==> config.mk <==
export PLATFORM = sky130hd
export DESIGN_NAME = uri_field_splitter_core_flat
export DESIGN_NICKNAME = d
export VERILOG_FILES = /design/src/rtl/ufs_pkg.sv /design/src/rtl/ufs_if.sv /design/src/rtl/ufs_front.sv /design/src/rtl/ufs_queue.sv /design/src/rtl/ufs_back.sv /design/src/rtl/uri_field_splitter_core.sv /design/src/flat_wrapper.sv
export VERILOG_INCLUDE_DIRS = /design/src /design/src/rtl
export SDC_FILE = /design/constraint.sdc
export NUM_CORES = 1
export LEC_CHECK = 0
export CAP_MARGIN = 20
export CELL_PAD_IN_SITES_DETAIL_PLACEMENT = 1
export CELL_PAD_IN_SITES_GLOBAL_PLACEMENT = 2
export CORE_UTILIZATION = 40
export CTS_CLUSTER_SIZE = 16
export DETAILED_ROUTE_END_ITERATION = 10
export DONT_BUFFER_PORTS = 1
export PLACE_DENSITY = 0.74
export SYNTH_ARGS = -nofsm -noshare
export SYNTH_HDL_FRONTEND = slang
export SYNTH_HIERARCHICAL = 1
export SYNTH_SLANG_ARGS = --single-unit
==> constraint.sdc <==
create_clock -name clk -period 10.15 [get_ports clk]
set_input_delay 1.5225 -clock clk [delete_from_list [all_inputs] [get_ports clk]]
set_output_delay 1.5225 -clock clk [all_outputs]
set_load 0.02 [all_outputs]
==> src/rtl/uri_field_splitter_core_defines.svh <==
// Assertion macros shared by the URI field splitter RTL.
`ifndef URI_FIELD_SPLITTER_CORE_DEFINES_SVH
`define URI_FIELD_SPLITTER_CORE_DEFINES_SVH

// Same-cycle implication, sampled on clk, off while arst_n is low.
`define UFS_ASSERT_NOW(label, ante, cons) \
	label: assert property (@(posedge clk) disable iff (!arst_n) (ante) |-> (cons)) \
		else $error("uri field splitter check failed");

// Next-cycle implication, sampled on clk, off while arst_n is low.
`define UFS_ASSERT_NEXT(label, ante, cons) \
	label: assert property (@(posedge clk) disable iff (!arst_n) (ante) |=> (cons)) \
		else $error("uri field splitter check failed");

`endif

==> src/rtl/ufs_pkg.sv <==
// Shared types and constants of the URI field splitter.
`timescale 1ns / 1ps
`default_nettype none
package ufs_pkg;

	localparam int CHAR_W      = 8;
	localparam int PORT_W      = 16;
	localparam int MINLEN_W    = 9;
	localparam int CFG_IDX_W   = 2;
	localparam int CFG_DATA_W  = 16;
	localparam int QUEUE_DEPTH = 4;
	localparam int HOST_MAX     = 128;
	localparam int PATH_MAX_LEN = 256;

	localparam logic [MINLEN_W-1:0] MIN_LENGTH_RST   = 9'd8;
	localparam logic [PORT_W-1:0]   DEFAULT_PORT_RST = 16'd80;

	localparam logic [CFG_IDX_W-1:0] REG_MIN_LENGTH   = 2'd0;
	localparam logic [CFG_IDX_W-1:0] REG_DEFAULT_PORT = 2'd1;

	typedef logic [2:0] status_t;
	localparam status_t ST_OK         = 3'd0;
	localparam status_t ST_SHORT      = 3'd1;
	localparam status_t ST_BAD_CHAR   = 3'd2;
	localparam status_t ST_BAD_FORMAT = 3'd3;
	localparam status_t ST_RELATIVE   = 3'd4;

	typedef enum logic [2:0] {
		CL_HOST,
		CL_DIGIT,
		CL_COLON,
		CL_SLASH,
		CL_BLANK,
		CL_OTHER
	} char_class_t;

	typedef struct packed {
		logic        end_marker;
		char_class_t cls;
		logic [3:0]  digit;
	} ufs_word_t;

	function automatic char_class_t classify(input logic [CHAR_W-1:0] c);
		char_class_t r;
		if (c >= 8'h30 && c <= 8'h39) begin
			r = CL_DIGIT;
		end else if ((c >= 8'h61 && c <= 8'h7A) || (c >= 8'h41 && c <= 8'h5A) ||
				c == 8'h2E || c == 8'h2D || c == 8'h5F) begin
			r = CL_HOST;
		end else if (c == 8'h3A) begin
			r = CL_COLON;
		end else if (c == 8'h2F) begin
			r = CL_SLASH;
		end else if (c == 8'h20 || c == 8'h0A || c == 8'h0D) begin
			r = CL_BLANK;
		end else begin
			r = CL_OTHER;
		end
		return r;
	endfunction

endpackage
`default_nettype wire

==> src/rtl/ufs_if.sv <==
// Valid/ready channel interfaces of the URI field splitter.
`timescale 1ns / 1ps
`default_nettype none
interface ufs_char_if;
	import ufs_pkg::*;
	logic              valid;
	logic              ready;
	logic [CHAR_W-1:0] character;
	logic              end_marker;
	modport source(output valid, output character, output end_marker, input ready);
	modport sink(input valid, input character, input end_marker, output ready);
endinterface

interface ufs_field_if;
	import ufs_pkg::*;
	logic              valid;
	logic              ready;
	status_t           status;
	logic              protocol_given;
	logic [3:0]        protocol_length;
	logic [7:0]        host_start;
	logic [6:0]        host_length;
	logic              port_given;
	logic [PORT_W-1:0] port_number;
	logic [7:0]        path_start;
	logic [7:0]        path_length;
	logic [7:0]        trimmed_length;
	modport source(output valid, output status, output protocol_given,
		output protocol_length, output host_start, output host_length,
		output port_given, output port_number, output path_start,
		output path_length, output trimmed_length, input ready);
	modport sink(input valid, input status, input protocol_given,
		input protocol_length, input host_start, input host_length,
		input port_given, input port_number, input path_start,
		input path_length, input trimmed_length, output ready);
endinterface

interface ufs_cfg_if;
	import ufs_pkg::*;
	logic                  valid;
	logic                  ready;
	logic [CFG_IDX_W-1:0]  index;
	logic [CFG_DATA_W-1:0] data;
	modport source(output valid, output index, output data, input ready);
	modport sink(input valid, input index, input data, output ready);
endinterface
`default_nettype wire

==> src/rtl/ufs_front.sv <==
// Front end: takes character words and classifies them into one register stage.
`timescale 1ns / 1ps
`default_nettype none
module ufs_front (
	input  logic              clk,
	input  logic              arst_n,
	ufs_char_if.sink          chars,
	output ufs_pkg::ufs_word_t word,
	output logic              word_valid,
	input  logic              word_ready
);
	import ufs_pkg::*;

	logic      valid_s1;
	ufs_word_t word_s1;

	assign chars.ready = !valid_s1 || word_ready;
	assign word_valid  = valid_s1;
	assign word        = word_s1;

	always_ff @(posedge clk or negedge arst_n) begin
		if (!arst_n) begin
			valid_s1 <= 1'b0;
		end else if (chars.ready) begin
			valid_s1 <= chars.valid;
		end
	end

	always_ff @(posedge clk) begin
		if (chars.valid && chars.ready) begin
			word_s1.end_marker <= chars.end_marker;
			word_s1.cls        <= classify(chars.character);
			word_s1.digit      <= chars.character[3:0];
		end
	end

endmodule
`default_nettype wire

==> src/rtl/ufs_queue.sv <==
// Short word queue between the classifier and the parser.
`timescale 1ns / 1ps
`default_nettype none
module ufs_queue (
	input  logic              clk,
	input  logic              arst_n,
	input  ufs_pkg::ufs_word_t push_word,
	input  logic              push_valid,
	output logic              push_ready,
	output ufs_pkg::ufs_word_t pop_word,
	output logic              pop_valid,
	input  logic              pop_ready
);
	import ufs_pkg::*;

	localparam int AW = $clog2(QUEUE_DEPTH);

	ufs_word_t     mem_q [QUEUE_DEPTH];
	logic [AW-1:0] wr_ptr_q;
	logic [AW-1:0] rd_ptr_q;
	logic [AW:0]   count_q;
	logic          push;
	logic          pop;

	assign push_ready = count_q != (AW+1)'(QUEUE_DEPTH);
	assign pop_valid  = count_q != '0;
	assign pop_word   = mem_q[rd_ptr_q];
	assign push       = push_valid && push_ready;
	assign pop        = pop_valid && pop_ready;

	always_ff @(posedge clk or negedge arst_n) begin
		if (!arst_n) begin
			wr_ptr_q <= '0;
			rd_ptr_q <= '0;
			count_q  <= '0;
		end else begin
			if (push) begin
				wr_ptr_q <= wr_ptr_q + AW'(1);
			end
			if (pop) begin
				rd_ptr_q <= rd_ptr_q + AW'(1);
			end
			if (push && !pop) begin
				count_q <= count_q + (AW+1)'(1);
			end else if (pop && !push) begin
				count_q <= count_q - (AW+1)'(1);
			end
		end
	end

	always_ff @(posedge clk) begin
		if (push) begin
			mem_q[wr_ptr_q] <= push_word;
		end
	end

endmodule
`default_nettype wire

==> src/rtl/ufs_back.sv <==
// Back end: phase machine over classified words and the result register.
`timescale 1ns / 1ps
`default_nettype none
module ufs_back #(
	parameter int URI_MAX      = 256,
	parameter int PROTOCOL_MAX = 16
) (
	input  logic                          clk,
	input  logic                          arst_n,
	input  ufs_pkg::ufs_word_t             word,
	input  logic                          word_valid,
	output logic                          word_ready,
	input  logic [ufs_pkg::MINLEN_W-1:0]  min_length,
	input  logic [ufs_pkg::PORT_W-1:0]    default_port,
	ufs_field_if.source                   fields
);
	import ufs_pkg::*;

	localparam int OW  = $clog2(URI_MAX);
	localparam int PLW = $clog2(PROTOCOL_MAX);
	localparam int WW  = (OW > MINLEN_W) ? OW : MINLEN_W;
	localparam int PROTO_LIM = (PROTOCOL_MAX - 1 < 15) ? PROTOCOL_MAX - 1 : 15;
	localparam int HOST_LIM  = (HOST_MAX - 1 < 127) ? HOST_MAX - 1 : 127;
	localparam int PATH_LIM  = (PATH_MAX_LEN - 1 < 255) ? PATH_MAX_LEN - 1 : 255;
	localparam int BYTE_MAX  = 255;

	localparam logic [3:0] PH_LEAD   = 4'd0;
	localparam logic [3:0] PH_HOST0  = 4'd1;
	localparam logic [3:0] PH_COLON  = 4'd2;
	localparam logic [3:0] PH_CS1    = 4'd3;
	localparam logic [3:0] PH_HOST1  = 4'd4;
	localparam logic [3:0] PH_COLON2 = 4'd5;
	localparam logic [3:0] PH_PORT   = 4'd6;
	localparam logic [3:0] PH_PATH   = 4'd7;
	localparam logic [3:0] PH_ERR    = 4'd8;

	typedef struct packed {
		status_t           status;
		logic              protocol_given;
		logic [3:0]        protocol_length;
		logic [7:0]        host_start;
		logic [6:0]        host_length;
		logic              port_given;
		logic [PORT_W-1:0] port_number;
		logic [7:0]        path_start;
		logic [7:0]        path_length;
		logic [7:0]        trimmed_length;
	} result_t;

	function automatic logic [7:0] sat_byte(input logic [WW-1:0] v);
		return (v > WW'(BYTE_MAX)) ? 8'hFF : v[7:0];
	endfunction

	logic [3:0]     phase_q, phase_d;
	status_t        err_q, err_d;
	logic [OW-1:0]  fill_q, fill_d;
	logic [OW-1:0]  tlen_q, tlen_d;
	logic           pend_q, pend_d;
	logic [OW-1:0]  host_beg_q, host_beg_d;
	logic [OW-1:0]  host_end_q, host_end_d;
	logic [PLW-1:0] proto_len_q, proto_len_d;
	logic [PORT_W-1:0] port_q, port_d;
	logic [OW-1:0]  path_beg_q, path_beg_d;
	logic           proto_given_q, proto_given_d;
	logic           port_given_q, port_given_d;
	logic           path_given_q, path_given_d;

	logic           res_valid_q;
	result_t        res_q;
	result_t        res_c;

	logic           out_free;
	logic           load;
	logic           is_blank;
	logic           room;
	logic           step_en;
	char_class_t    cls_e;
	logic [OW-1:0]  pos;
	logic [PLW-1:0] proto_sat;
	logic [PORT_W+3:0] port_wide;
	logic [PORT_W-1:0] port_acc;
	logic           too_short;
	status_t        status_c;
	logic [OW-1:0]  host_last;
	logic [WW-1:0]  host_len_w;
	logic [WW-1:0]  path_len_w;

	assign out_free   = !res_valid_q || fields.ready;
	assign load       = word_valid && word.end_marker && out_free;
	assign word_ready = !word.end_marker || out_free;

	assign pos       = fill_q;
	assign is_blank  = word.cls == CL_BLANK;
	assign room      = fill_q != OW'(URI_MAX - 1);
	assign proto_sat = (WW'(pos) > WW'(PROTOCOL_MAX - 1)) ? PLW'(PROTOCOL_MAX - 1) : PLW'(pos);
	assign port_wide = ({4'b0, port_q} << 3) + ({4'b0, port_q} << 1)
		+ {{PORT_W{1'b0}}, word.digit};
	assign port_acc  = (|port_wide[PORT_W+3:PORT_W]) ? {PORT_W{1'b1}} : port_wide[PORT_W-1:0];

	always_comb begin
		phase_d       = phase_q;
		err_d         = err_q;
		fill_d        = fill_q;
		tlen_d        = tlen_q;
		pend_d        = pend_q;
		host_beg_d    = host_beg_q;
		host_end_d    = host_end_q;
		proto_len_d   = proto_len_q;
		port_d        = port_q;
		path_beg_d    = path_beg_q;
		proto_given_d = proto_given_q;
		port_given_d  = port_given_q;
		path_given_d  = path_given_q;
		step_en       = 1'b0;
		cls_e         = word.cls;

		if (word_valid && !word.end_marker) begin
			if (phase_q == PH_LEAD && is_blank) begin
				step_en = 1'b0;
			end else if (room) begin
				fill_d = fill_q + OW'(1);
				if (is_blank) begin
					pend_d = 1'b1;
				end else begin
					tlen_d  = fill_q + OW'(1);
					pend_d  = 1'b0;
					step_en = 1'b1;
					if (pend_q) begin
						cls_e = CL_BLANK;
					end
				end
			end else if (!is_blank) begin
				tlen_d  = fill_q;
				pend_d  = 1'b0;
				step_en = pend_q;
				cls_e   = CL_BLANK;
			end
		end

		if (step_en) begin
			case (phase_q)
				PH_LEAD, PH_HOST0: begin
					case (cls_e)
						CL_HOST, CL_DIGIT: phase_d = PH_HOST0;
						CL_COLON: begin
							phase_d     = PH_COLON;
							host_end_d  = pos;
							proto_len_d = proto_sat;
						end
						CL_SLASH: begin
							if (pos == '0) begin
								phase_d = PH_ERR;
								err_d   = ST_RELATIVE;
							end else begin
								phase_d      = PH_PATH;
								host_end_d   = pos;
								path_beg_d   = pos;
								path_given_d = 1'b1;
							end
						end
						default: begin
							phase_d = PH_ERR;
							err_d   = ST_BAD_CHAR;
						end
					endcase
				end
				PH_COLON: begin
					case (cls_e)
						CL_SLASH: phase_d = PH_CS1;
						CL_DIGIT: begin
							phase_d      = PH_PORT;
							port_d       = {{(PORT_W-4){1'b0}}, word.digit};
							port_given_d = 1'b1;
						end
						default: begin
							phase_d = PH_ERR;
							err_d   = ST_BAD_FORMAT;
						end
					endcase
				end
				PH_CS1: begin
					case (cls_e)
						CL_SLASH: begin
							phase_d       = PH_HOST1;
							host_beg_d    = pos + OW'(1);
							proto_given_d = 1'b1;
						end
						default: begin
							phase_d = PH_ERR;
							err_d   = ST_BAD_FORMAT;
						end
					endcase
				end
				PH_HOST1: begin
					case (cls_e)
						CL_HOST, CL_DIGIT: phase_d = PH_HOST1;
						CL_COLON: begin
							phase_d    = PH_COLON2;
							host_end_d = pos;
						end
						CL_SLASH: begin
							phase_d      = PH_PATH;
							host_end_d   = pos;
							path_beg_d   = pos;
							path_given_d = 1'b1;
						end
						default: begin
							phase_d = PH_ERR;
							err_d   = ST_BAD_FORMAT;
						end
					endcase
				end
				PH_COLON2: begin
					case (cls_e)
						CL_DIGIT: begin
							phase_d      = PH_PORT;
							port_d       = {{(PORT_W-4){1'b0}}, word.digit};
							port_given_d = 1'b1;
						end
						default: begin
							phase_d = PH_ERR;
							err_d   = ST_BAD_FORMAT;
						end
					endcase
				end
				PH_PORT: begin
					case (cls_e)
						CL_DIGIT: port_d = port_acc;
						CL_SLASH: begin
							phase_d      = PH_PATH;
							path_beg_d   = pos;
							path_given_d = 1'b1;
						end
						default: begin
							phase_d = PH_ERR;
							err_d   = ST_BAD_FORMAT;
						end
					endcase
				end
				default: phase_d = phase_q;
			endcase
		end

		if (load) begin
			phase_d       = PH_LEAD;
			err_d         = ST_OK;
			fill_d        = '0;
			tlen_d        = '0;
			pend_d        = 1'b0;
			host_beg_d    = '0;
			port_d        = '0;
			proto_given_d = 1'b0;
			port_given_d  = 1'b0;
			path_given_d  = 1'b0;
		end
	end

	assign too_short  = WW'(tlen_q) <= WW'(min_length);
	assign host_last  = (phase_q == PH_HOST0 || phase_q == PH_HOST1) ? tlen_q : host_end_q;
	assign host_len_w = WW'(host_last - host_beg_q);
	assign path_len_w = WW'(tlen_q - path_beg_q);

	always_comb begin
		case (phase_q)
			PH_ERR:                       status_c = err_q;
			PH_COLON, PH_CS1, PH_COLON2:  status_c = ST_BAD_FORMAT;
			PH_LEAD:                      status_c = ST_SHORT;
			default:                      status_c = ST_OK;
		endcase
		if (too_short) begin
			status_c = ST_SHORT;
		end

		res_c                 = '0;
		res_c.status          = status_c;
		res_c.trimmed_length  = sat_byte(WW'(tlen_q));
		if (status_c == ST_OK) begin
			res_c.protocol_given  = proto_given_q;
			if (proto_given_q) begin
				res_c.protocol_length = (WW'(proto_len_q) > WW'(PROTO_LIM)) ?
					4'(PROTO_LIM) : 4'(proto_len_q);
			end
			res_c.host_start  = sat_byte(WW'(host_beg_q));
			res_c.host_length = (host_len_w > WW'(HOST_LIM)) ? 7'(HOST_LIM) : host_len_w[6:0];
			res_c.port_given  = port_given_q;
			res_c.port_number = port_given_q ? port_q : default_port;
			if (path_given_q) begin
				res_c.path_start  = sat_byte(WW'(path_beg_q));
				res_c.path_length = (path_len_w > WW'(PATH_LIM)) ?
					8'(PATH_LIM) : path_len_w[7:0];
			end
		end
	end

	always_ff @(posedge clk or negedge arst_n) begin
		if (!arst_n) begin
			phase_q       <= PH_LEAD;
			err_q         <= ST_OK;
			fill_q        <= '0;
			tlen_q        <= '0;
			pend_q        <= 1'b0;
			host_beg_q    <= '0;
			host_end_q    <= '0;
			proto_len_q   <= '0;
			port_q        <= '0;
			path_beg_q    <= '0;
			proto_given_q <= 1'b0;
			port_given_q  <= 1'b0;
			path_given_q  <= 1'b0;
			res_valid_q   <= 1'b0;
		end else begin
			phase_q       <= phase_d;
			err_q         <= err_d;
			fill_q        <= fill_d;
			tlen_q        <= tlen_d;
			pend_q        <= pend_d;
			host_beg_q    <= host_beg_d;
			host_end_q    <= host_end_d;
			proto_len_q   <= proto_len_d;
			port_q        <= port_d;
			path_beg_q    <= path_beg_d;
			proto_given_q <= proto_given_d;
			port_given_q  <= port_given_d;
			path_given_q  <= path_given_d;
			if (load) begin
				res_valid_q <= 1'b1;
			end else if (fields.ready) begin
				res_valid_q <= 1'b0;
			end
		end
	end

	always_ff @(posedge clk) begin
		if (load) begin
			res_q <= res_c;
		end
	end

	assign fields.valid           = res_valid_q;
	assign fields.status          = res_q.status;
	assign fields.protocol_given  = res_q.protocol_given;
	assign fields.protocol_length = res_q.protocol_length;
	assign fields.host_start      = res_q.host_start;
	assign fields.host_length     = res_q.host_length;
	assign fields.port_given      = res_q.port_given;
	assign fields.port_number     = res_q.port_number;
	assign fields.path_start      = res_q.path_start;
	assign fields.path_length     = res_q.path_length;
	assign fields.trimmed_length  = res_q.trimmed_length;

endmodule
`default_nettype wire

==> src/rtl/uri_field_splitter_core.sv <==
// Top level of the URI field splitter: front, queue, back and register file.
//
// channel  direction  payload                                   handshake
// chars    in         character[7:0], end_marker                valid / ready
// fields   out        status .. trimmed_length, ten fields      valid / ready
// cfg      in         index[1:0], data[15:0]                    valid / ready, always ready
//
// One character word per cycle sustained while results are taken; the back end's phase
// machine takes one word per cycle; a result passes front register, queue, result register.
// arst_n clears the parse state and sets min_length to 8, default_port to 80.
// A four-word queue parts classifier and parser; an end word waits at its head while
// the result register is full, then the queue and front register fill and chars stalls.
`timescale 1ns / 1ps
`default_nettype none
`include "uri_field_splitter_core_defines.svh"
module uri_field_splitter_core #(
	parameter int URI_MAX      = 256,
	parameter int PROTOCOL_MAX = 16
) (
	input  logic         clk,
	input  logic         arst_n,
	ufs_char_if.sink     chars,
	ufs_field_if.source  fields,
	ufs_cfg_if.sink      cfg
);
	import ufs_pkg::*;

	ufs_word_t           s1_word;
	logic                s1_valid;
	logic                s1_ready;
	ufs_word_t           q_word;
	logic                q_valid;
	logic                q_ready;
	logic [MINLEN_W-1:0] min_length_q;
	logic [PORT_W-1:0]   default_port_q;

	assign cfg.ready = 1'b1;

	always_ff @(posedge clk or negedge arst_n) begin
		if (!arst_n) begin
			min_length_q   <= MIN_LENGTH_RST;
			default_port_q <= DEFAULT_PORT_RST;
		end else if (cfg.valid && cfg.ready) begin
			case (cfg.index)
				REG_MIN_LENGTH:   min_length_q   <= cfg.data[MINLEN_W-1:0];
				REG_DEFAULT_PORT: default_port_q <= cfg.data[PORT_W-1:0];
				default:          min_length_q   <= min_length_q;
			endcase
		end
	end

	ufs_front u_front (
		.clk        (clk),
		.arst_n     (arst_n),
		.chars      (chars),
		.word       (s1_word),
		.word_valid (s1_valid),
		.word_ready (s1_ready)
	);

	ufs_queue u_queue (
		.clk        (clk),
		.arst_n     (arst_n),
		.push_word  (s1_word),
		.push_valid (s1_valid),
		.push_ready (s1_ready),
		.pop_word   (q_word),
		.pop_valid  (q_valid),
		.pop_ready  (q_ready)
	);

	ufs_back #(
		.URI_MAX      (URI_MAX),
		.PROTOCOL_MAX (PROTOCOL_MAX)
	) u_back (
		.clk          (clk),
		.arst_n       (arst_n),
		.word         (q_word),
		.word_valid   (q_valid),
		.word_ready   (q_ready),
		.min_length   (min_length_q),
		.default_port (default_port_q),
		.fields       (fields)
	);

	`UFS_ASSERT_NEXT(a_front_hold, s1_valid && !s1_ready, s1_valid && $stable(s1_word))
	`UFS_ASSERT_NOW(a_ok_nonempty, fields.valid && fields.status == ST_OK, fields.trimmed_length != 8'd0)
	`UFS_ASSERT_NOW(a_err_no_port, fields.valid && fields.status != ST_OK, fields.port_number == 16'd0 && !fields.port_given)
	`UFS_ASSERT_NOW(a_load_from_end, $rose(fields.valid), $past(q_valid && q_ready && q_word.end_marker))

endmodule
`default_nettype wire
==> src/flat_wrapper.sv <==
// flat-port wrapper written by rule: the top's interface ports become plain ports
module uri_field_splitter_core_flat import ufs_pkg::*;
#(
	parameter int URI_MAX      = 256,
	parameter int PROTOCOL_MAX = 16
)
  (clk, arst_n, chars_valid, chars_character, chars_end_marker, chars_ready, fields_valid, fields_status, fields_protocol_given, fields_protocol_length, fields_host_start, fields_host_length, fields_port_given, fields_port_number, fields_path_start, fields_path_length, fields_trimmed_length, fields_ready, cfg_valid, cfg_index, cfg_data, cfg_ready);
  ufs_char_if chars_i ();
  ufs_field_if fields_i ();
  ufs_cfg_if cfg_i ();
  input  logic clk;
  input  logic arst_n;
  input wire logic [$bits(chars_i.valid)-1:0] chars_valid;
  input wire logic [$bits(chars_i.character)-1:0] chars_character;
  input wire logic [$bits(chars_i.end_marker)-1:0] chars_end_marker;
  output wire logic [$bits(chars_i.ready)-1:0] chars_ready;
  output wire logic [$bits(fields_i.valid)-1:0] fields_valid;
  output wire logic [$bits(fields_i.status)-1:0] fields_status;
  output wire logic [$bits(fields_i.protocol_given)-1:0] fields_protocol_given;
  output wire logic [$bits(fields_i.protocol_length)-1:0] fields_protocol_length;
  output wire logic [$bits(fields_i.host_start)-1:0] fields_host_start;
  output wire logic [$bits(fields_i.host_length)-1:0] fields_host_length;
  output wire logic [$bits(fields_i.port_given)-1:0] fields_port_given;
  output wire logic [$bits(fields_i.port_number)-1:0] fields_port_number;
  output wire logic [$bits(fields_i.path_start)-1:0] fields_path_start;
  output wire logic [$bits(fields_i.path_length)-1:0] fields_path_length;
  output wire logic [$bits(fields_i.trimmed_length)-1:0] fields_trimmed_length;
  input wire logic [$bits(fields_i.ready)-1:0] fields_ready;
  input wire logic [$bits(cfg_i.valid)-1:0] cfg_valid;
  input wire logic [$bits(cfg_i.index)-1:0] cfg_index;
  input wire logic [$bits(cfg_i.data)-1:0] cfg_data;
  output wire logic [$bits(cfg_i.ready)-1:0] cfg_ready;
  assign chars_i.valid = chars_valid;
  assign chars_i.character = chars_character;
  assign chars_i.end_marker = chars_end_marker;
  assign chars_ready = chars_i.ready;
  assign fields_valid = fields_i.valid;
  assign fields_status = fields_i.status;
  assign fields_protocol_given = fields_i.protocol_given;
  assign fields_protocol_length = fields_i.protocol_length;
  assign fields_host_start = fields_i.host_start;
  assign fields_host_length = fields_i.host_length;
  assign fields_port_given = fields_i.port_given;
  assign fields_port_number = fields_i.port_number;
  assign fields_path_start = fields_i.path_start;
  assign fields_path_length = fields_i.path_length;
  assign fields_trimmed_length = fields_i.trimmed_length;
  assign fields_i.ready = fields_ready;
  assign cfg_i.valid = cfg_valid;
  assign cfg_i.index = cfg_index;
  assign cfg_i.data = cfg_data;
  assign cfg_ready = cfg_i.ready;
  uri_field_splitter_core #(.URI_MAX(URI_MAX), .PROTOCOL_MAX(PROTOCOL_MAX)) u_core (.clk(clk), .arst_n(arst_n), .chars(chars_i), .fields(fields_i), .cfg(cfg_i));
endmodule
==> results.md, run 1 <==
Floorplan:
- The floorplan step defined a die boundary enclosing 0.0295 mm^2.
- The core footprint is 0.0281 mm^2.
- Pin placement for this block handled 99 I/O pins.
- The placement row count is 61.
- In this run the vertical extent of the chip is 172 um.
- The floorplan step set the die width to 172 um.
- The initial utilization of the core area, before any placement, comes to 41.0%.

Critical path:
- The worst setup path is launched from a flop.
- The critical path endpoint category is a flop.
- The end point of the critical path is u_core/u_back/port_q[6].
- The worst setup path is of the reg -> reg kind.
- The launch point of the worst reg-to-reg path is u_core/u_queue/rd_ptr_q[0].
- In this design, the critical path's most frequently occurring cell is sky130_fd_sc_hd__fa_1.
- The slack of the worst reg-to-reg path is 5640 ps.
- The highest fanout seen on the critical path is 10.
- The worst reg2reg path endpoint is u_core/u_back/port_q[6].
- For this design, the slowest cell found on the critical path is sky130_fd_sc_hd__dfrtp_1.
- The signal on the critical path passes through mux4_1 > fa_1 > inv_1 > fa_1 > nor2b_1 > o31ai_1 > a2111oi_2 > nor2_1 > a2111o_1 > a211o_1 > a22o_1.
- The startpoint of the most critical setup path is u_core/u_queue/rd_ptr_q[0].
- The largest single stage delay on the critical path is 700 ps.
- The critical path runs through a total of 11 cells.
- The worst reg2reg path depth is 11.
- The required time at the worst-slack endpoint is 10,550 ps.
- The kind of cell with the highest combined delay along the critical path is compound AO/OA/AOI/OAI gates.
- The data arrival at the endpoint of the critical path is 4900 ps.
- Together, buffers and inverters on the worst path number 1.

Global routing:
- The via count of the first global-routing pass is 7,999.
- The overall overflow remaining after global route is 0.
- Entering global routing, the biggest net connects 106 pins.
- The initial antenna violation count came to 0.
- Global routing consumed, over all layers together, 20.0% of the routing resources.
- The first global-routing pass estimated 45.6 mm of wire.

Logic synthesis:
- Counting every instance in the synthesized netlist gives 996.
- The average instance area after synthesis is 11.6 um^2.
- In this run, synthesis inferred 104 flip-flops with an integrated enable.
- In the synthesized netlist the async set-or-reset flop fraction comes to 50.2%.
- The flop and latch count out of synthesis is 209.
- The netlist uses 103 different library cells.
- The count of warnings emitted by yosys is 6.
- The sequential fraction of the synthesis area is 50.0%.
- The most used flip-flop cell after synthesis is sky130_fd_sc_hd__edfxtp_1.
- The post-synthesis instance area is 0.0115 mm^2.
- Counting every net in the synthesized netlist gives 1,096.

Clock network:
- The post-CTS repair timing setup buffer count is 0.
- The buffer depth of the longest clock path is 3.
- Clock tree synthesis selected as its root buffer the cell sky130_fd_sc_hd__clkbuf_16.
- The clock-pin slew on the worst setup and hold paths is 60 ps.
- TritonCTS created 24 clock buffers.
- CTS built an H-tree with a depth of 1.
- TritonCTS built the clock tree.
- Counting every sink on the clock net gives 209.
- Once the clock tree was built, the resizer swapped 0 gates to a different size.
- For the worst-skew pair, the clock arrives at the later sink with an insertion delay of 520 ps.
- The hold-fix buffer count after cts is 0.

Outcome:
- The flow ran to the end, and the final reports show no timing, DRC or antenna violations.

Final layout:
- The fraction of final layout cells with drive strength greater than 1 is 14.6%.
- The number of diodes added for antenna fixing is 0.
- The multi-input combinational cells in the finished layout cover a total of 0.00533 mm^2.
- In the final layout, flip-flops and latches occupy 0.00575 mm^2.
- The layout overhead on the synthesized area is 9.81%.
- At the end of the flow, the number of nets in the layout was 1,085.
- The library cells used most frequently in the layout, excluding fill and tap cells, are 104 x sky130_fd_sc_hd__edfxtp_1, 102 x sky130_fd_sc_hd__dfrtp_1, 84 x sky130_fd_sc_hd__nor2_1.
- Leaving out fill and tap cells, the most frequent cell in the layout is sky130_fd_sc_hd__edfxtp_1.
- The filler cells instantiated in the layout total 3,010.

STA:
- Summed over all failing endpoints, the final setup total negative slack is 0 ps.
- The part of the cycle the worst path needs is 44.4%.
- Headroom to the max-slew limit came out at 35.0%.
- The final-report hold violation count is 0.
- Derived from the worst setup path, the maximum achievable clock frequency is 222 MHz.
- The measured slew at the worst slew-check pin is 974 ps.
- Counting I/O delays and the setup requirement, the final critical path takes 4510 ps.
- Setup repair after global routing left no endpoint under its margin.
- The number of pins exceeding their max-slew limit in the final report was 0.
- Setup violations remaining at the end of the flow were counted as 0.
- The worst clock skew is 21.2 ps.

Drt:
- The number of search-and-repair iterations in the first detailed-routing pass is 4.
- The routed wire length per instance is 20.7 um.
- The routed via count is 7,709.
- Once detail routing completed, the nets flagged for antenna violations numbered 0.
- The post-detailed-route DRC marker count is 0.
- The wire length reported by the detailed router is 28.6 mm.
- The via-per-instance ratio is 5.58.
- The detailed router finished its first iteration with 405 violations.

Pwr:
- The net switching fraction of the power is 37.7%.
- The design internal power is 0.00216 W.
- The clock network power share is 26.6%.
- The share of total power dissipated in combinational logic is 30.5%.
- In this run the power spent charging and discharging nets is 0.00131 W.
- For this design the ratio of total power to cell area is 275 mW/mm^2.
- VDD sags by at most 0.131 mV.
- The analysis attributes to cell leakage a power of 5.20 nW.
- Sequential cells burn 42.9% of the power.
- The completed layout was analyzed and its total power is 0.00347 W.

Placement:
- Detailed placement finished with a half-perimeter wire length of 20.4 mm.
- The count of buffers added on input and output ports is 0.
- Routability-driven placement finished with a final weighted congestion of 0.802.

Worst hold path:
- The class of the tightest hold or removal check is reg -> reg.
- The source of the worst hold timing path is u_core/u_back/tlen_q[0].

Flow run:
- The number of maximum-capacitance violations is 0.
-- flip-flops by register name, indices dropped and copies added, names as in the netlist, 9 cells and up --
name                              flops
u_core/u_queue/mem_q                 32
u_core/default_port_q                16
u_core/u_back/fields.port_number     16
u_core/u_back/port_q                 16
u_core/min_length_q                   9
-- final cells by class --
type                    count  share of cell area [%]
clock buffers              30                    5.34
clock inverters            14                    1.42
inverters                  59                    1.76
multi-input cells         689                    42.1
flip-flops and latches    209                    45.5
well taps                 378                    3.74
repair buffers              2                   0.119
-- cell usage after synthesis, drive strengths merged, types with 4 or more instances --
| cell type | n | share of area (%) |
|---|---|---|
| nand3b | 5 | 0.43 |
| a221oi | 8 | 0.61 |
| a211o | 6 | 0.46 |
| mux4 | 8 | 1.7 |
| ha | 63 | 6.8 |
| a21oi | 42 | 1.9 |
| nand2b | 16 | 1.0 |
| xor2 | 11 | 0.84 |
| o21a | 7 | 0.46 |
| o31ai | 4 | 0.26 |
| nor3 | 19 | 0.87 |
| or2 | 9 | 0.51 |
| a22o | 4 | 0.30 |
| nand3 | 17 | 0.78 |
| and3 | 8 | 0.49 |
| mux2 | 58 | 6.0 |
| xnor2 | 19 | 1.4 |
| buf | 16 | 1.1 |
| o21ai | 53 | 2.3 |
| a211oi | 19 | 1.2 |
| and4 | 4 | 0.30 |
| fa | 5 | 0.87 |
| mux2i | 23 | 2.0 |
| nor2b | 13 | 0.71 |
| a21o | 15 | 0.98 |
| clkbuf | 23 | 0.77 |
| nor2 | 88 | 3.0 |
| o211ai | 6 | 0.43 |
| inv | 59 | 1.9 |
| nand4 | 6 | 0.43 |
| or3 | 6 | 0.42 |
| edfxtp | 104 | 27 |
| and2 | 22 | 1.2 |
| nor4 | 6 | 0.62 |
| a31oi | 9 | 0.54 |
| or4 | 4 | 0.29 |
| nand2 | 52 | 1.7 |
| a21boi | 7 | 0.52 |
| dfrtp | 102 | 22 |
-- worst register-to-register path: cells and delay by family, from the launching register on --
kind	cells	cell delay [ps]
buffers and inverters	1	70
AND/OR/NAND/NOR	2	360
adder cells (fa/ha/maj)	2	1050
AO/OA/AOI/OAI	5	1540
multiplexers	1	680
flip-flops	1	700
-- power by group through the flow --
stage                     combinational, W  sequential [W]  clock, W
final                              0.00106         0.00149  0.000924
after global routing               0.00118         0.00153  0.000978
after CTS                          0.00107         0.00149  0.000946
after detailed placement           0.00106         0.00151         0
after global placement             0.00104         0.00150         0
after floorplan                   0.000873         0.00142         0
-- worst min path at each step --
stage | cells after the start | end
detailed placement | 0 | u_core/u_back/fields.trimmed_length[0]
global placement | 0 | u_core/u_back/fields.trimmed_length[0]
finish | 0 | u_core/u_back/fields.trimmed_length[0]
global route | 0 | u_core/u_back/fields.trimmed_length[0]
CTS | 0 | u_core/u_back/fields.trimmed_length[0]
floorplan | 0 | u_core/u_back/fields.trimmed_length[0]
-- through the flow --
step	hold slack (ps)	worst slack, ps	instance area (um^2)	utilization [%]	std cells
floorplan	425	5570	11500	-	996
global placement	429	5650	11800	42.0	1337
detailed placement	442	5530	11800	42.0	1337
CTS	452	5590	12600	45.0	1381
global route	478	5290	12600	45.0	1381
finish	452	5640	12600	45.0	1381
-- cell families after synthesis --
group                    count (synthesis)  synth area share, %
buffers and inverters                   98                 3.79
other                                    1               0.0326
XOR/XNOR                                30                 2.28
multiplexers                            89                 9.69
flip-flops                             209                 50.0
AND/OR/NAND/NOR                        287                 13.9
adder cells (fa/ha/maj)                 68                 7.71
AO/OA/AOI/OAI                          214                 12.6
-- per-layer routing --
metal / global-route usage, % / routed length, um / vias to the layer above
met5: 0 / 0 / -
met3: 3.18 / 1310 / 27
li1: - / - / 3642
met4: 3.65 / 412 / 0
met1: 29.1 / 14100 / 3899
met2: 31.5 / 12800 / 141
Power figures use the tool's default switching activity.
==> run 2, diff against run 1 <==
clock period = 4.7 ns   (was 10.15 ns; I/O delays follow)
==> run 2 against run 1 <==
Fmax up 10%; critical path type unchanged; worst setup slack got worse by 5000 ps; critical endpoint is now u_core/u_back/port_q[13]; highest routed layer unchanged; critical path depth unchanged; die area is the same; hold slack lost 420 ps.
==> results.md, run 2 (same netlist as run 1, synthesis figures left out) <==
Clock network:
- The number of sinks driven by the clock tree is 209 (unchanged).
- The root buffer cell is sky130_fd_sc_hd__clkbuf_16.
- The total clock buffers created by CTS is 24 (unchanged).
- The post-CTS repair timing setup buffer count came to 0 (unchanged).
- The number of H-tree branching levels was 1 (unchanged).
- The clock-pin slew on the worst setup and hold paths came to 60 ps (about the same).
- The clock insertion delay at the later pin of the skew report is 530 ps (about the same).
- The TritonCTS clock tree is yes.
- The buffer depth of the longest clock path is 3 (unchanged).

Critical path:
- The required time at the worst-slack endpoint is 5080 ps (-5470 ps).
- The startpoint class of the critical path is a flop.
- For this design, the slowest cell found on the critical path is sky130_fd_sc_hd__fa_1.
- The category of the most critical setup path is reg -> reg.
- The count of buffering cells on the critical path with inverters included is 1 (unchanged).
- The family of cells with the greatest summed delay on the critical path is compound AO/OA/AOI/OAI gates.
- The data arrival at the endpoint of the critical path came to 4470 ps (-430 ps).
- The cell occurring most often along the worst timing path is sky130_fd_sc_hd__fa_1.
- The critical path endpoint category is a flop.
- The maximum cell stage delay along the critical path was 590 ps (-110 ps).
- The slack of the worst reg-to-reg path was 610 ps (-5030 ps).
- The highest fanout seen on the critical path was 9 (-1).
- Walking the worst path, the cells encountered are mux4_1 > fa_1 > inv_1 > fa_1 > nor2b_1 > o31ai_1 > a2111oi_2 > nor2_1 > a2111o_1 > a21oi_2 > o211ai_1.

STA:
- The maximum clock rate came to 245 MHz (+10%).
- The number of setup violations in the final report is 0 (unchanged).
- The measured slew at the worst slew-check pin is 941 ps (-33.5 ps).
- Setup repair after global routing left no endpoint under its margin.
- The post-route setup TNS is 0 ps (unchanged).
- The worst clock skew came to 17.5 ps (-3.64 ps).
- The worst max-slew margin expressed relative to the limit is 36.8% (+1.8 points).
- The time the final worst path needs with I/O delays and setup is 4090 ps (-418 ps).
- The part of the cycle the worst path needs is 87.0% (+43 points).
- The final-report hold violation count is 0 (unchanged).
- The number of pins exceeding their max-slew limit in the final report was 0 (unchanged).

Floorplan:
- The core footprint is 0.0281 mm^2 (unchanged).
- The count of boundary I/O pins is 99 (unchanged).
- The placement row count is 61 (unchanged).
- The horizontal extent of the die was 172 um (unchanged).
- The floorplan die height is 172 um (unchanged).
- The initial core utilization is 41.0% (unchanged).
- The area of the die is 0.0295 mm^2 (unchanged).

Drt:
- The number of search-and-repair iterations in the first detailed-routing pass came to 5 (+1).
- The routed wire length per instance is 20.9 um (+0.86%).
- The post-detailed-route DRC marker count is 0 (unchanged).
- The routed via count is 7,786 (+1.0%).
- The remaining number of nets flagged by the antenna check after routing was 0 (unchanged).
- The wire length reported by the detailed router is 29.1 mm (+1.6%).
- The first-iteration detailed-routing DRC count is 478 (+18%).
- The via-per-instance ratio is 5.60 (+0.27%).

Global routing:
- The all-layer global routing usage is 20.5% (+0.48 points).
- The initial antenna violation count came to 0 (unchanged).
- The via count of the first global-routing pass is 8,209 (+2.6%).
- The largest net degree at the start of global routing is 103 (-2.8%).
- The wire length of the first global-routing pass came to 46.6 mm (+2.0%).
- The overall overflow remaining after global route is 0 (unchanged).

Worst hold path:
- The worst hold path belongs to the class in -> async.

Final layout:
- The fraction of final layout cells with drive strength greater than 1 is 15.7% (+1.1 points).
- Ranked by flip-flop count, first place goes to u_core/u_queue/mem_q.
- The area growth from synthesis to layout is 10.7%.
- The number of diodes added for antenna fixing is 0 (unchanged).
- The number of flip-flops under the largest register name is 32 (unchanged).
- The number of nets in the finished design is 1,095 (+0.92%).
- Leaving out fill and tap cells, the most frequent cells in the layout are 104 x sky130_fd_sc_hd__edfxtp_1, 102 x sky130_fd_sc_hd__dfrtp_1, 84 x sky130_fd_sc_hd__nor2_1.
- The most common cell after layout, fill and taps aside is sky130_fd_sc_hd__edfxtp_1.

Pwr:
- The total power draw is 0.00757 W (+120%).
- The peak supply drop is 0.299 mV (+130%).
- The power density over cell area is 594 mW/mm^2 (+120%).
- The leakage power figure is 5.26 nW (+1.1%).

Placement:
- The count of input and output buffers is 0 (unchanged).
- The estimated wirelength of the detail-placed design is 20.7 mm (+1.5%).
- The last weighted congestion value of the routability-driven placer is 0.833 (+3.9%).

Outcome:
- The run finished with clean final reports.

Flow run:
- The number of maximum-capacitance violations is 0 (unchanged).
## run 2: worst reg2reg max path: stages (launching register included)
cell and delay, ps:
sky130_fd_sc_hd__dfrtp_1 570, sky130_fd_sc_hd__mux4_1 410, sky130_fd_sc_hd__fa_1 590, sky130_fd_sc_hd__inv_1 70
sky130_fd_sc_hd__fa_1 460, sky130_fd_sc_hd__nor2b_1 210, sky130_fd_sc_hd__o31ai_1 150, sky130_fd_sc_hd__a2111oi_2 310
sky130_fd_sc_hd__nor2_1 140, sky130_fd_sc_hd__a2111o_1 520, sky130_fd_sc_hd__a21oi_2 370, sky130_fd_sc_hd__o211ai_1 150
## run 2: what timing repair did
action,4_1_cts,5_1_grt
hold endpoints to repair,102,0
hold buffers,1,0
gates resized for setup,0,0
## run 2: metal layers
metal | routed length (um) | part of all wire, % | GRT usage, % | up-vias
met1 | 13900 | 48 | 28.7 | 3920
met3 | 1340 | 4.6 | 3.64 | 42
met2 | 13100 | 45 | 32.3 | 162
li1 | - | - | - | 3662
met5 | 0 | 0 | 0 | -
met4 | 734 | 2.5 | 5.90 | 0
## run 2: final cells by class
cell class,instances,area [um^2]
Inverter,59,223
Multi-Input combinational cell,689,5330
Clock inverter,9,113
Sequential cell,209,5750
Tap cell,378,473
Fill cell,3022,15300
Timing Repair Buffer,12,110
Clock buffer,35,746
## run 2: through the flow
stage	hold slack [ps]	util, %	cells	worst slack (ps)	area [um^2]
after floorplan	409	-	996	784	11500
after global placement	413	42.2	1346	677	11900
after detailed placement	413	42.2	1346	598	11900
after CTS	5.76	45.4	1391	555	12700
after global routing	9.94	45.4	1391	270	12700
final	29.2	45.4	1391	610	12700
## run 2: final timing paths
path | endpoint | cells past startpoint | from
max reg2reg | u_core/u_back/port_q[13] | 11 | u_core/u_queue/rd_ptr_q[1]
min reg2reg | u_core/u_back/fields.trimmed_length[0] | 0 | u_core/u_back/tlen_q[0]
min | u_core/default_port_q[6] | 0 | arst_n
min in group clk | u_core/u_front/word[7] | 0 | chars_end_marker
max | u_core/u_back/port_q[13] | 11 | u_core/u_queue/rd_ptr_q[1]
max in group asynchronous | u_core/u_queue/wr_ptr_q[0] | 1 | arst_n
## run 2: power breakdown
part           switching, W  internal (W)  leakage (nW)
Combinational       0.00151      0.000927          2.47
Clock              0.000769       0.00122         0.419
Sequential         0.000602       0.00255          2.36
Total               0.00288       0.00469          5.26
